[src/lpizt_pkg.sv]
package lpizt_pkg;

  localparam int unsigned CfgW = 24;
  localparam int unsigned CfgIdxW = 2;
  localparam int unsigned QDepth = 4;

  typedef enum logic [3:0] {
    CMD_WRITE     = 4'd0,
    CMD_STATUS    = 4'd1,
    CMD_START     = 4'd2,
    CMD_CLR_CTL   = 4'd3,
    CMD_CTL_RESET = 4'd4,
    CMD_CLR_FLAG  = 4'd5,
    CMD_SET_FBUF  = 4'd6,
    CMD_EN_FLAG   = 4'd7,
    CMD_IACK      = 4'd8,
    CMD_PRESET    = 4'd9,
    CMD_TICK      = 4'd10,
    CMD_PAPER     = 4'd11
  } cmd_e;

  typedef enum logic [1:0] {
    REG_DIAG  = 2'd0,
    REG_CHAR  = 2'd1,
    REG_ZONE  = 2'd2,
    REG_SLEW  = 2'd3
  } reg_e;

  localparam logic [6:0] ChCr = 7'd13;
  localparam logic [6:0] ChLf = 7'd10;
  localparam logic [6:0] ChFf = 7'd12;
  localparam logic [6:0] ChBlank = 7'd32;
  localparam logic [6:0] PageCols = 7'd80;
  localparam logic [5:0] PageLines = 6'd60;
  localparam logic [6:0] FormLines = 7'd66;
  localparam logic [15:0] StBusy = 16'o000001;
  localparam logic [15:0] StNrdy = 16'o100000;

  typedef struct packed {
    logic [2:0]  n;
    logic [6:0]  c0;
    logic [6:0]  c1;
    logic [6:0]  c2;
    logic [15:0] status;
    logic        flag;
    logic        irq;
    logic        busy;
  } step_t;

endpackage

[src/lpizt_front.sv]
module lpizt_front (
  input  logic               clk_i,
  input  logic               rst_ni,
  input  logic               cfg_we_i,
  input  logic [1:0]         cfg_idx_i,
  input  logic [23:0]        cfg_data_i,
  input  logic               valid_i,
  input  logic [3:0]         cmd_i,
  input  logic [15:0]        data_in_i,
  input  logic               paper_i,
  input  logic               online_i,
  input  logic               power_i,
  output lpizt_pkg::step_t   step_o
);
  import lpizt_pkg::*;

  logic        diag_q;
  logic [23:0] char_q, zone_q, slew_q;
  logic [15:0] ow_q, ow_d, st_q, st_d;
  logic        ctl_q, ctl_d, flg_q, flg_d, fb_q, fb_d, pend_q, pend_d;
  logic [6:0]  col_q, col_d;
  logic [5:0]  line_q, line_d;
  logic [31:0] dl_q, dl_d, wait_v, dl_dec;
  logic [6:0]  c, cmod, lnext, zm;
  logic        ctlch, zero_mod;
  logic [5:0]  lf_line;
  logic [31:0] slew_mul;
  logic [2:0]  n;
  logic [6:0]  o0, o1, o2;

  always_ff @(posedge clk_i or negedge rst_ni) begin
    if (!rst_ni) begin
      diag_q <= 1'b0;
      char_q <= 24'd2;
      zone_q <= 24'd55300;
      slew_q <= 24'd17380;
    end else if (cfg_we_i) begin
      case (reg_e'(cfg_idx_i))
        REG_DIAG: diag_q <= cfg_data_i[0];
        REG_CHAR: char_q <= cfg_data_i;
        REG_ZONE: zone_q <= cfg_data_i;
        REG_SLEW: slew_q <= cfg_data_i;
        default: ;
      endcase
    end
  end

  always_comb begin
    ow_d = ow_q; st_d = st_q; ctl_d = ctl_q; flg_d = flg_q; fb_d = fb_q;
    pend_d = pend_q; col_d = col_q; line_d = line_q; dl_d = dl_q;
    n = 3'd1; o0 = '0; o1 = '0; o2 = '0;
    ctlch = (ow_q == {9'd0, ChFf}) || (ow_q == {9'd0, ChLf}) || (ow_q == {9'd0, ChCr});
    cmod = (col_q < 7'd127) ? col_q + 7'd1 : col_q;
    zm = ctlch ? col_q : cmod;
    zero_mod = (zm == 7'd0) || (zm == 7'd20) || (zm == 7'd40) || (zm == 7'd60) ||
               (zm == 7'd80) || (zm == 7'd100) || (zm == 7'd120);
    lf_line = (line_q + 6'd1 == PageLines) ? 6'd0 : line_q + 6'd1;
    slew_mul = 32'd0;
    lnext = 7'd0;
    wait_v = 32'd0;
    c = ow_q[6:0];
    dl_dec = (dl_q != 32'd0) ? dl_q - 32'd1 : dl_q;
    if (!ctlch) begin
      wait_v = {8'd0, zero_mod ? zone_q : char_q};
    end else begin
      wait_v = {8'd0, zero_mod ? char_q : zone_q};
      if (ow_q[6:0] == ChLf) begin
        lnext = (lf_line == 6'd0) ? (FormLines - {1'b0, PageLines}) : 7'd1;
      end else if (ow_q[6:0] == ChFf) begin
        lnext = FormLines - {1'b0, line_q};
      end
      slew_mul = 32'({8'd0, slew_q} * {25'd0, lnext});
    end
    case (cmd_e'(cmd_i))
      CMD_WRITE: ow_d = data_in_i;
      CMD_STATUS: if (!diag_q) begin
        if (power_i) st_d = (!paper_i || !online_i || pend_q) ? StBusy : 16'd0;
        else st_d = StBusy | StNrdy;
      end
      CMD_START: begin
        ctl_d = 1'b1;
        if (diag_q) begin
          st_d = ow_q; pend_d = 1'b1; dl_d = 32'd1;
        end else begin
          if (!ctlch) col_d = cmod;
          else begin
            col_d = 7'd0;
            if (ow_q[6:0] == ChLf && ow_q[15:7] == 9'd0) line_d = lf_line;
            else if (ow_q[6:0] == ChFf && ow_q[15:7] == 9'd0) line_d = 6'd0;
          end
          if (!pend_q) begin
            pend_d = 1'b1;
            dl_d = wait_v + slew_mul;
          end
        end
      end
      CMD_CLR_CTL: ctl_d = 1'b0;
      CMD_CTL_RESET: begin ctl_d = 1'b0; pend_d = 1'b0; dl_d = 32'd0; end
      CMD_CLR_FLAG: begin fb_d = 1'b0; flg_d = 1'b0; end
      CMD_SET_FBUF: fb_d = 1'b1;
      CMD_EN_FLAG: if (fb_q) flg_d = 1'b1;
      CMD_IACK: fb_d = 1'b0;
      CMD_PRESET: begin fb_d = 1'b1; ow_d = 16'd0; end
      CMD_TICK: if (pend_q) begin
        dl_d = dl_dec;
        if (dl_dec == 32'd0) begin
          if (diag_q) begin
            pend_d = 1'b0; fb_d = 1'b1; flg_d = 1'b1;
          end else if (paper_i && online_i && power_i) begin
            pend_d = 1'b0; fb_d = 1'b1; flg_d = 1'b1;
            if ((c < 7'd32 || c > 7'd95) && c != ChFf && c != ChLf && c != ChCr)
              c = ChBlank;
            n = 3'd0;
            if (col_q > PageCols) begin
              o0 = ChCr; n = 3'd1; col_d = 7'd1;
            end
            if (n == 3'd0) o0 = c; else o1 = c;
            n = n + 3'd1;
            if (line_q == 6'd0 && c == ChLf) begin
              if (n == 3'd1) o1 = ChFf; else o2 = ChFf;
              n = n + 3'd1;
            end
            n = n + 3'd4;
          end
        end
      end
      CMD_PAPER: begin col_d = 7'd0; line_d = 6'd0; end
      default: ;
    endcase
  end

  always_ff @(posedge clk_i or negedge rst_ni) begin
    if (!rst_ni) begin
      ow_q <= '0; st_q <= '0; ctl_q <= 1'b0; flg_q <= 1'b0; fb_q <= 1'b0;
      pend_q <= 1'b0; col_q <= '0; line_q <= '0; dl_q <= '0;
    end else if (valid_i) begin
      ow_q <= ow_d; st_q <= st_d; ctl_q <= ctl_d; flg_q <= flg_d; fb_q <= fb_d;
      pend_q <= pend_d; col_q <= col_d; line_q <= line_d; dl_q <= dl_d;
    end
  end

  assign step_o.n = n;
  assign step_o.c0 = o0;
  assign step_o.c1 = o1;
  assign step_o.c2 = o2;
  assign step_o.status = st_d;
  assign step_o.flag = flg_d;
  assign step_o.irq = ctl_d & flg_d & fb_d;
  assign step_o.busy = pend_d;

endmodule

[src/lpizt_back.sv]
module lpizt_back #(
  parameter int unsigned Depth = lpizt_pkg::QDepth
) (
  input  logic             clk_i,
  input  logic             rst_ni,
  input  logic             push_i,
  input  lpizt_pkg::step_t step_i,
  output logic             full_o,
  input  logic             pop_i,
  output logic             empty_o,
  output logic             print_valid_o,
  output logic [6:0]       print_char_o,
  output logic [15:0]      status_word_o,
  output logic             flag_out_o,
  output logic             irq_request_o,
  output logic             busy_out_o,
  output logic             last_o
);
  import lpizt_pkg::*;

  localparam int unsigned AW = (Depth > 1) ? $clog2(Depth) : 1;

  step_t          mem_q [Depth];
  logic [AW-1:0]  wr_q, rd_q;
  logic [AW:0]    cnt_q;
  logic [1:0]     sub_q;
  step_t          head;
  logic           pv, lst, do_pop, do_push;
  logic [2:0]     cnt_items;

  assign head = mem_q[rd_q];
  assign empty_o = (cnt_q == '0);
  assign full_o = (cnt_q == (AW+1)'(Depth));
  assign do_push = push_i && !full_o;
  assign do_pop = pop_i && !empty_o;
  assign pv = head.n[2];
  assign cnt_items = pv ? {1'b0, head.n[1:0]} : 3'd1;
  assign lst = ({1'b0, sub_q} + 3'd1) == cnt_items;

  always_comb begin
    case (sub_q)
      2'd0: print_char_o = pv ? head.c0 : 7'd0;
      2'd1: print_char_o = head.c1;
      default: print_char_o = head.c2;
    endcase
  end

  assign print_valid_o = pv;
  assign status_word_o = head.status;
  assign flag_out_o = head.flag;
  assign irq_request_o = head.irq;
  assign busy_out_o = head.busy;
  assign last_o = lst;

  always_ff @(posedge clk_i) begin
    if (do_push) mem_q[wr_q] <= step_i;
  end

  always_ff @(posedge clk_i or negedge rst_ni) begin
    if (!rst_ni) begin
      wr_q <= '0; rd_q <= '0; cnt_q <= '0; sub_q <= '0;
    end else begin
      if (do_push) wr_q <= (wr_q == AW'(Depth-1)) ? '0 : wr_q + 1'b1;
      if (do_pop) begin
        if (lst) begin
          sub_q <= '0;
          rd_q <= (rd_q == AW'(Depth-1)) ? '0 : rd_q + 1'b1;
        end else begin
          sub_q <= sub_q + 2'd1;
        end
      end
      cnt_q <= cnt_q + (AW+1)'(do_push) - (AW+1)'(do_pop && lst);
    end
  end

endmodule

[src/line_printer_interface_zone_timing.sv]
// Line printer interface with zone timing. Push one command beat per cycle while full
// is low; each beat yields one to three result beats (a CR before a character past
// column 80, an FF after an LF at top of form), marked by last. The front updates
// the printer state for each accepted beat; a four-entry queue feeds the back, which pops
// one result beat per cycle while pop is high, so a beat with several results holds
// the head until last. Configuration writes take effect on the next edge.
module line_printer_interface_zone_timing #(
  parameter int unsigned QueueDepth = lpizt_pkg::QDepth
) (
  input  logic        clk_i,
  input  logic        rst_ni,
  input  logic        cfg_we_i,
  input  logic [1:0]  cfg_idx_i,
  input  logic [23:0] cfg_data_i,
  input  logic        push,
  output logic        full,
  input  logic [3:0]  cmd_i,
  input  logic [15:0] data_in_i,
  input  logic        paper_loaded_i,
  input  logic        printer_online_i,
  input  logic        power_on_i,
  output logic        empty,
  input  logic        pop,
  output logic        print_valid_o,
  output logic [6:0]  print_char_o,
  output logic [15:0] status_word_o,
  output logic        flag_out_o,
  output logic        irq_request_o,
  output logic        busy_out_o,
  output logic        last_o
);
  import lpizt_pkg::*;

  step_t step;
  logic  acc;

  assign acc = push && !full;

  lpizt_front u_front (
    .clk_i, .rst_ni, .cfg_we_i, .cfg_idx_i, .cfg_data_i,
    .valid_i(acc), .cmd_i, .data_in_i,
    .paper_i(paper_loaded_i), .online_i(printer_online_i), .power_i(power_on_i),
    .step_o(step)
  );

  lpizt_back #(.Depth(QueueDepth)) u_back (
    .clk_i, .rst_ni, .push_i(push), .step_i(step), .full_o(full),
    .pop_i(pop), .empty_o(empty),
    .print_valid_o, .print_char_o, .status_word_o, .flag_out_o,
    .irq_request_o, .busy_out_o, .last_o
  );

endmodule
[config.mk]
export PLATFORM = sky130hd
export DESIGN_NAME = line_printer_interface_zone_timing
export DESIGN_NICKNAME = d
export VERILOG_FILES = /design/src/lpizt_pkg.sv /design/src/lpizt_front.sv /design/src/lpizt_back.sv /design/src/line_printer_interface_zone_timing.sv
export SDC_FILE = /design/constraint.sdc
export NUM_CORES = 1
export LEC_CHECK = 0
export BUFFER_PORTS_ARGS = -buffer_cell sky130_fd_sc_hd__buf_2
export CAP_MARGIN = 20
export CORE_MARGIN = 2
export CORE_UTILIZATION = 65
export CTS_BUF_LIST = sky130_fd_sc_hd__clkbuf_16
export CTS_CLUSTER_SIZE = 14
export DETAILED_ROUTE_END_ITERATION = 6
export PLACE_DENSITY = 0.8
export SYNTH_ARGS = -nofsm -noshare
export SYNTH_HDL_FRONTEND = slang
export SYNTH_HIERARCHICAL = 1
export SYNTH_SLANG_ARGS = --single-unit
[constraint.sdc]
create_clock -name clk_i -period 13.9 [get_ports clk_i]
set_input_delay 2.78 -clock clk_i [delete_from_list [all_inputs] [get_ports clk_i]]
set_output_delay 2.78 -clock clk_i [all_outputs]
set_load 0.01 [all_outputs]
**Word-level counts from Yosys, hierarchy flattened**

Memories as Yosys holds them, arrays and structs flattened.
Index checks and enable logic that the tools add are counted.

- Memory bits (read-only): 0
- Bits in latches: 0
- Bits in writable memories: 172
- Bits in registers: 163
- Memories: 1

- Divide/modulo/power cells: 0
- Reduce and logical (&&, ||, !) cells: 53
- Mux-type cells: 105
- Add/sub/neg operators: 14
- Equality and inequality tests: 45
- Bitwise operators: 2
- Shift operators: 0
- Multiply operators: 1
- Order comparisons: 4

Memories:

| name | words | bits a word | rd ports | clocked after Yosys merged registers in | write ports | line | RTL |
|---|---|---|---|---|---|---|---|
| u_back.mem_q | 4 | 43 | 1 | 0 | 1 | lpizt_back.sv:23 | `step_t mem_q [Depth];` |

Operators by type and width:

| kind | count |
|---|---|
| $mux 7 | 39 |
| $mux 32 | 4 |
| $pmux 32 s3 | 1 |
| $mux 24 | 3 |
| $pmux 16 s2 | 2 |
| $mux 3 | 17 |
| $eq 16x4->1 const B | 3 |
| $mux 16 | 3 |
| $add 24x31->32 | 1 |
| $logic_not 32->1 | 1 |
| $reduce_bool 32->1 | 1 |
| $sub 32x1->32 const B | 1 |
| $mul 24x7->31 | 1 |
| $mux 31 | 1 |
| $mux 6 | 5 |
| $eq 7x4->1 const B | 3 |
| $eq 7x7->1 const B | 3 |
| $ne 7x4->1 const B | 3 |
| $pmux 7 s3 | 1 |
| $mux 1 | 17 |
| $eq 4x3->1 const B | 4 |
| $eq 4x4->1 const B | 4 |
| $eq 7x6->1 const B | 2 |
| $gt 7x7->1 const B | 2 |
| 47 further kinds | 102 |

**Depth between registers and ports, before layout**

- Depth after elaboration: 25
- Gate-level depth with buffers: 36

**By module**

Netlist, hierarchy kept.

By module, submodules not included:

| module | instances | area each (um^2) | cells an instance |
|---|---|---|---|
| lpizt_front | 1 | 15,393.5 | 1,744 |
| lpizt_back | 1 | 7,003.0 | 317 |
| line_printer_interface_zone_timing | 1 | 13.8 | 1 |

**Least setup slack after synthesis**

Ideal clock, no wire load.

- Path type: reg2reg
- Start: register u_front.ow_q[6]
- End: register u_front.dl_q[30]
- Stages on the path, launching flop included: 32
- Period minus slack after synthesis: 8,328 ps
- Data arrival time: 8,200 ps
- Required time: 13,772 ps
- Setup slack: 5,572 ps
- Path through: dfrtp_1 or4b_1 or3_1 clkbuf_1 nor4_1 clkbuf_1 nand2_1 fa_1 fa_1 inv_1 fa_1 inv_1 fa_1 inv_1 ha_1 and3_1 a221oi_1 nor2_1 a211o_1 xnor2_1 nor2_1 ha_1 and3_1 or4_1 o221ai_1 o21ai_0 a221oi_1 o21a_1 or4b_2 nor3_1 xnor2_1 o21ai_0

- Word-level cells in the longest chain between the ends: 17

Ends and longest elaborated chain:

| item | line | RTL |
|---|---|---|
| start, declared | lpizt_front.sv:19 | `logic [15:0] ow_q, ow_d, st_q, st_d;` |
| start signal, assigned | lpizt_front.sv:134 | `ow_q <= '0; st_q <= '0; ctl_q <= 1'b0; flg_q <= 1'b0; fb_q <= 1'b0;` |
| start signal, assigned | lpizt_front.sv:137 | `ow_q <= ow_d; st_q <= st_d; ctl_q <= ctl_d; flg_q <= flg_d; fb_q <= fb_d;` |
| parallel branches: the longest is 13 deep, another holds $mul 24x7->31 | - |  |
| $add 24x31->32 * | lpizt_front.sv:93 | `dl_d = wait_v + slew_mul;` |
| $mux 32 * | lpizt_front.sv:91 | `if (!pend_q) begin` |
| $mux 32 * | lpizt_front.sv:82 | `if (diag_q) begin` |
| $pmux 32 s3 * | lpizt_front.sv:74 | `case (cmd_e'(cmd_i))` |
| end signal, assigned | lpizt_front.sv:138 | `pend_q <= pend_d; col_q <= col_d; line_q <= line_d; dl_q <= dl_d;` |
| end, declared | lpizt_front.sv:23 | `logic [31:0] dl_q, dl_d, wait_v, dl_dec;` |

Mark *: on every way between the ends. The select of a mux whose other input is x is not followed.
A chain may end at the register's enable or synchronous reset.

**Worst setup path in the final report**

Same ends and word-level chain as after synthesis.

==> run_results.csv <==
group,metric,value,unit
clock_tree,cts_tree,"done",
setup_path,cp.required,14.34,ns
grt,grt_pass1_vias,17000,
die,die_height,190,µm
grt,grt_pass1_wl,89.5,mm
timing,fin_setup_tns,0,ns
synth,netlist_instances,2062,
route,routed_wl,54.4,mm
setup_path,cp-start-kind,"register",
synth,synthFlopType,"edfxtp_1",
die,core-area,34300,µm²
job,cap_viol_max_count,0,
timing,setup_viol,0,
grt,overflow,0,
route,drt_iter0_markers,1446,
synth,synth_edf_count,172,
setup_path,cp_max_fo,24,
synth,synthArstFlopShare,0.487,
grt,grt_use_total,0.315,
clock_tree,cts_setup_buffers,0,
synth,synthXorXnorAreaFrac,0.0285,
setup_path,cpPeakStageDelay,0.68,ns
min_path,hold_path_class,"register to register",
power_and_ir_drop,total_leakage_power,0.0104,µW
synth,syn-cell-area,22400,µm²
cells_and_area,final_common_cell,"nand2_1",
die,die_area,36000,µm²
cells_and_area,nets,2369,
synth,ys_seq_area_frac,0.413,
synth,synth_compound_area_frac,0.113,
cells_and_area,antenna_cells,0,
grt,grt_max_degree,90,
cells_and_area,drive_gt1_frac,0.172,
power_and_ir_drop,p_per_area,158,nW/µm²
synth,synthAdderAreaFrac,0.150,
die,num_io_pins,84,
clock_tree,clk_path_buf_depth,3,
grt,grt_use_met2,0.569,
clock_tree,h-tree-depth,2,
route,route.detailed.drc,0,
die,start_util,0.654,
power_and_ir_drop,vdd_drop_max,0.000295,V
synth,syn_area_per_cell,10.9,µm²
setup_path,critical_path_class,"register to register",
cells_and_area,layout_common_cells,"nand2_1 (200), edfxtp_1 (172), inv_1 (168), dfrtp_1 (148), nor2_1 (122)",
clock_tree,clk_latency,0.57,ns
synth,yosys-mux-area-fraction,0.105,
setup_path,critPathSlowestCell,"or4b_2",
timing,timing.final.crit_share,0.649,
timing,fin_skew,0.0214,ns
synth,synth_top_family_by_area,"adder cells",
placement,gp_congestion,0.916,
timing,worst_pin_slew,1.16,ns
cells_and_area,area_delta_synth_final,9.12,%
route,vias,16400,
synth,synth-simple-area-share,0.144,
setup_path,end_kind,"register",
route,wire_per_inst,21.0,µm
clock_tree,cts_buffers,37,
timing,rsz0062_at_grt,"no",
setup_path,cp.arrival,9.47,ns
timing,whs,0.498,ns
route,dr.pass1.iters,6,
run_status,outcome,"finished, final reports clean",
clock_tree,clk_pin_slew,0.06,ns
power_and_ir_drop,p_total,3860,µW
route,viasPerCell,6.33,
placement,port_buffers,83,
grt,grt_use_met3,0.0350,
clock_tree,cts_resized,0,
grt,use_met1,0.390,
placement,placed_area,23200,µm²
die,die_w,190,µm
cells_and_area,design_area,24500,µm²
clock_tree,cts-root-buf,"clkbuf_16",
grt,grt.busiest_layer,"met2",
synth,yosys_warnings,6,
synth,ys_types,90,
timing,finalMaxSlewViolations,0,
timing,hold_viol_final,0,
clock_tree,hold_buffers,0,
route,ant_nets,0,
clock_tree,cts_num_sinks,335,
die,rows,68,
grt,antenna_found_initial,0,
placement,post-dp-hpwl,38.0,mm
timing,finalCriticalPeriod,9.02,ns
timing,slew_headroom,0.224,
timing,clock.fmax,111,MHz
synth,synth-seq-cells,335,
## through the flow
step / util / worst slack [ns] / instances
2_1_floorplan: - / 5.57 / 2066
3_3_place_gp: 0.676 / 5.22 / 2525
3_5_place_dp: 0.676 / 5.01 / 2525
4_1_cts: 0.711 / 4.96 / 2593
5_1_grt: 0.713 / 4.29 / 2597
6_report: 0.713 / 4.88 / 2597
## cells by family after synthesis
| logic type | after synthesis |
|---|---|
| AOI/OAI and AO/OA | 384 |
| DFF | 335 |
| xor gates and xnor gates | 72 |
| adders and majority gates | 202 |
| buffers and inverters | 259 |
| muxes | 167 |
| and+or+nand+nor | 642 |
| other | 1 |
## worst max-delay path, delay by kind of cell (launching register included)
family / cells / cell delay, ns
simple gates: 11 / 3.10
compound gates: 8 / 2.39
fa+ha+maj: 6 / 2.32
flops: 1 / 0.44
buf+inv: 4 / 0.32
xor+xnor: 2 / 0.31
## cells in the mapped netlist, drive strengths merged, types with 18 or more instances
cell type,number,share of area
nor4,21,0.0065
o21ai,123,0.027
xnor2,38,0.015
mux2,115,0.058
a21oi,66,0.015
dfrtp,150,0.17
nor3,40,0.0089
nor2,122,0.020
and3,18,0.0050
mux4,43,0.043
nand3,45,0.011
edfxtp,172,0.23
a22o,29,0.011
ha,91,0.051
fa,111,0.099
nand2,201,0.034
inv,159,0.027
xor2,34,0.014
nor2b,35,0.010
clkbuf,72,0.012
and2,86,0.024
buf,27,0.0069
## power breakdown
group | internal, µW | switching, µW
sequential | 1330 | 194
combinational | 599 | 762
clock | 552 | 426
## per-layer routing
metal  vias to the layer above  share of wire
met3                       134          0.054
met2                       623           0.53
met5                         -              0
met1                      8236           0.38
met4                         0          0.040
li1                       7439              -
## flip-flops by register name, summed over array words and instances, names as in the netlist, 3 cells and up
register and flops:
u_back/mem_q 172, u_front/dl_q 32, u_front/char_q 24, u_front/slew_q 24
u_front/zone_q 24, u_front/ow_q 16, u_front/st_q 16, u_front/col_q 7
u_front/line_q 6, u_back/cnt_q 3
## worst paths after layout
path,from,to,slack [ns],cells past startpoint
worst max-delay path,u_front/ow_q[6],u_front/dl_q[30],4.88,31
worst min-delay path,u_front/zone_q[23],u_front/zone_q[23],0.50,1
worst max register to register,u_front/ow_q[6],u_front/dl_q[30],4.88,31
worst min register to register,u_front/zone_q[23],u_front/zone_q[23],0.50,1
max in group asynchronous,rst_ni,u_front/char_q[21],10.03,2
min in group asynchronous,rst_ni,u_front/ow_q[7],2.32,1
## layout make-up
| class | instances | area [µm²] |
|---|---|---|
| sequential | 335 | 9260 |
| timing repair buffer | 107 | 649 |
| tap | 455 | 569 |
| clock inverter | 31 | 283 |
| clock buffer | 37 | 926 |
| fill | 2389 | 9830 |
| multi-input combinational | 1472 | 12200 |
| inverter | 160 | 601 |
(Power assumes the default switching activity.)
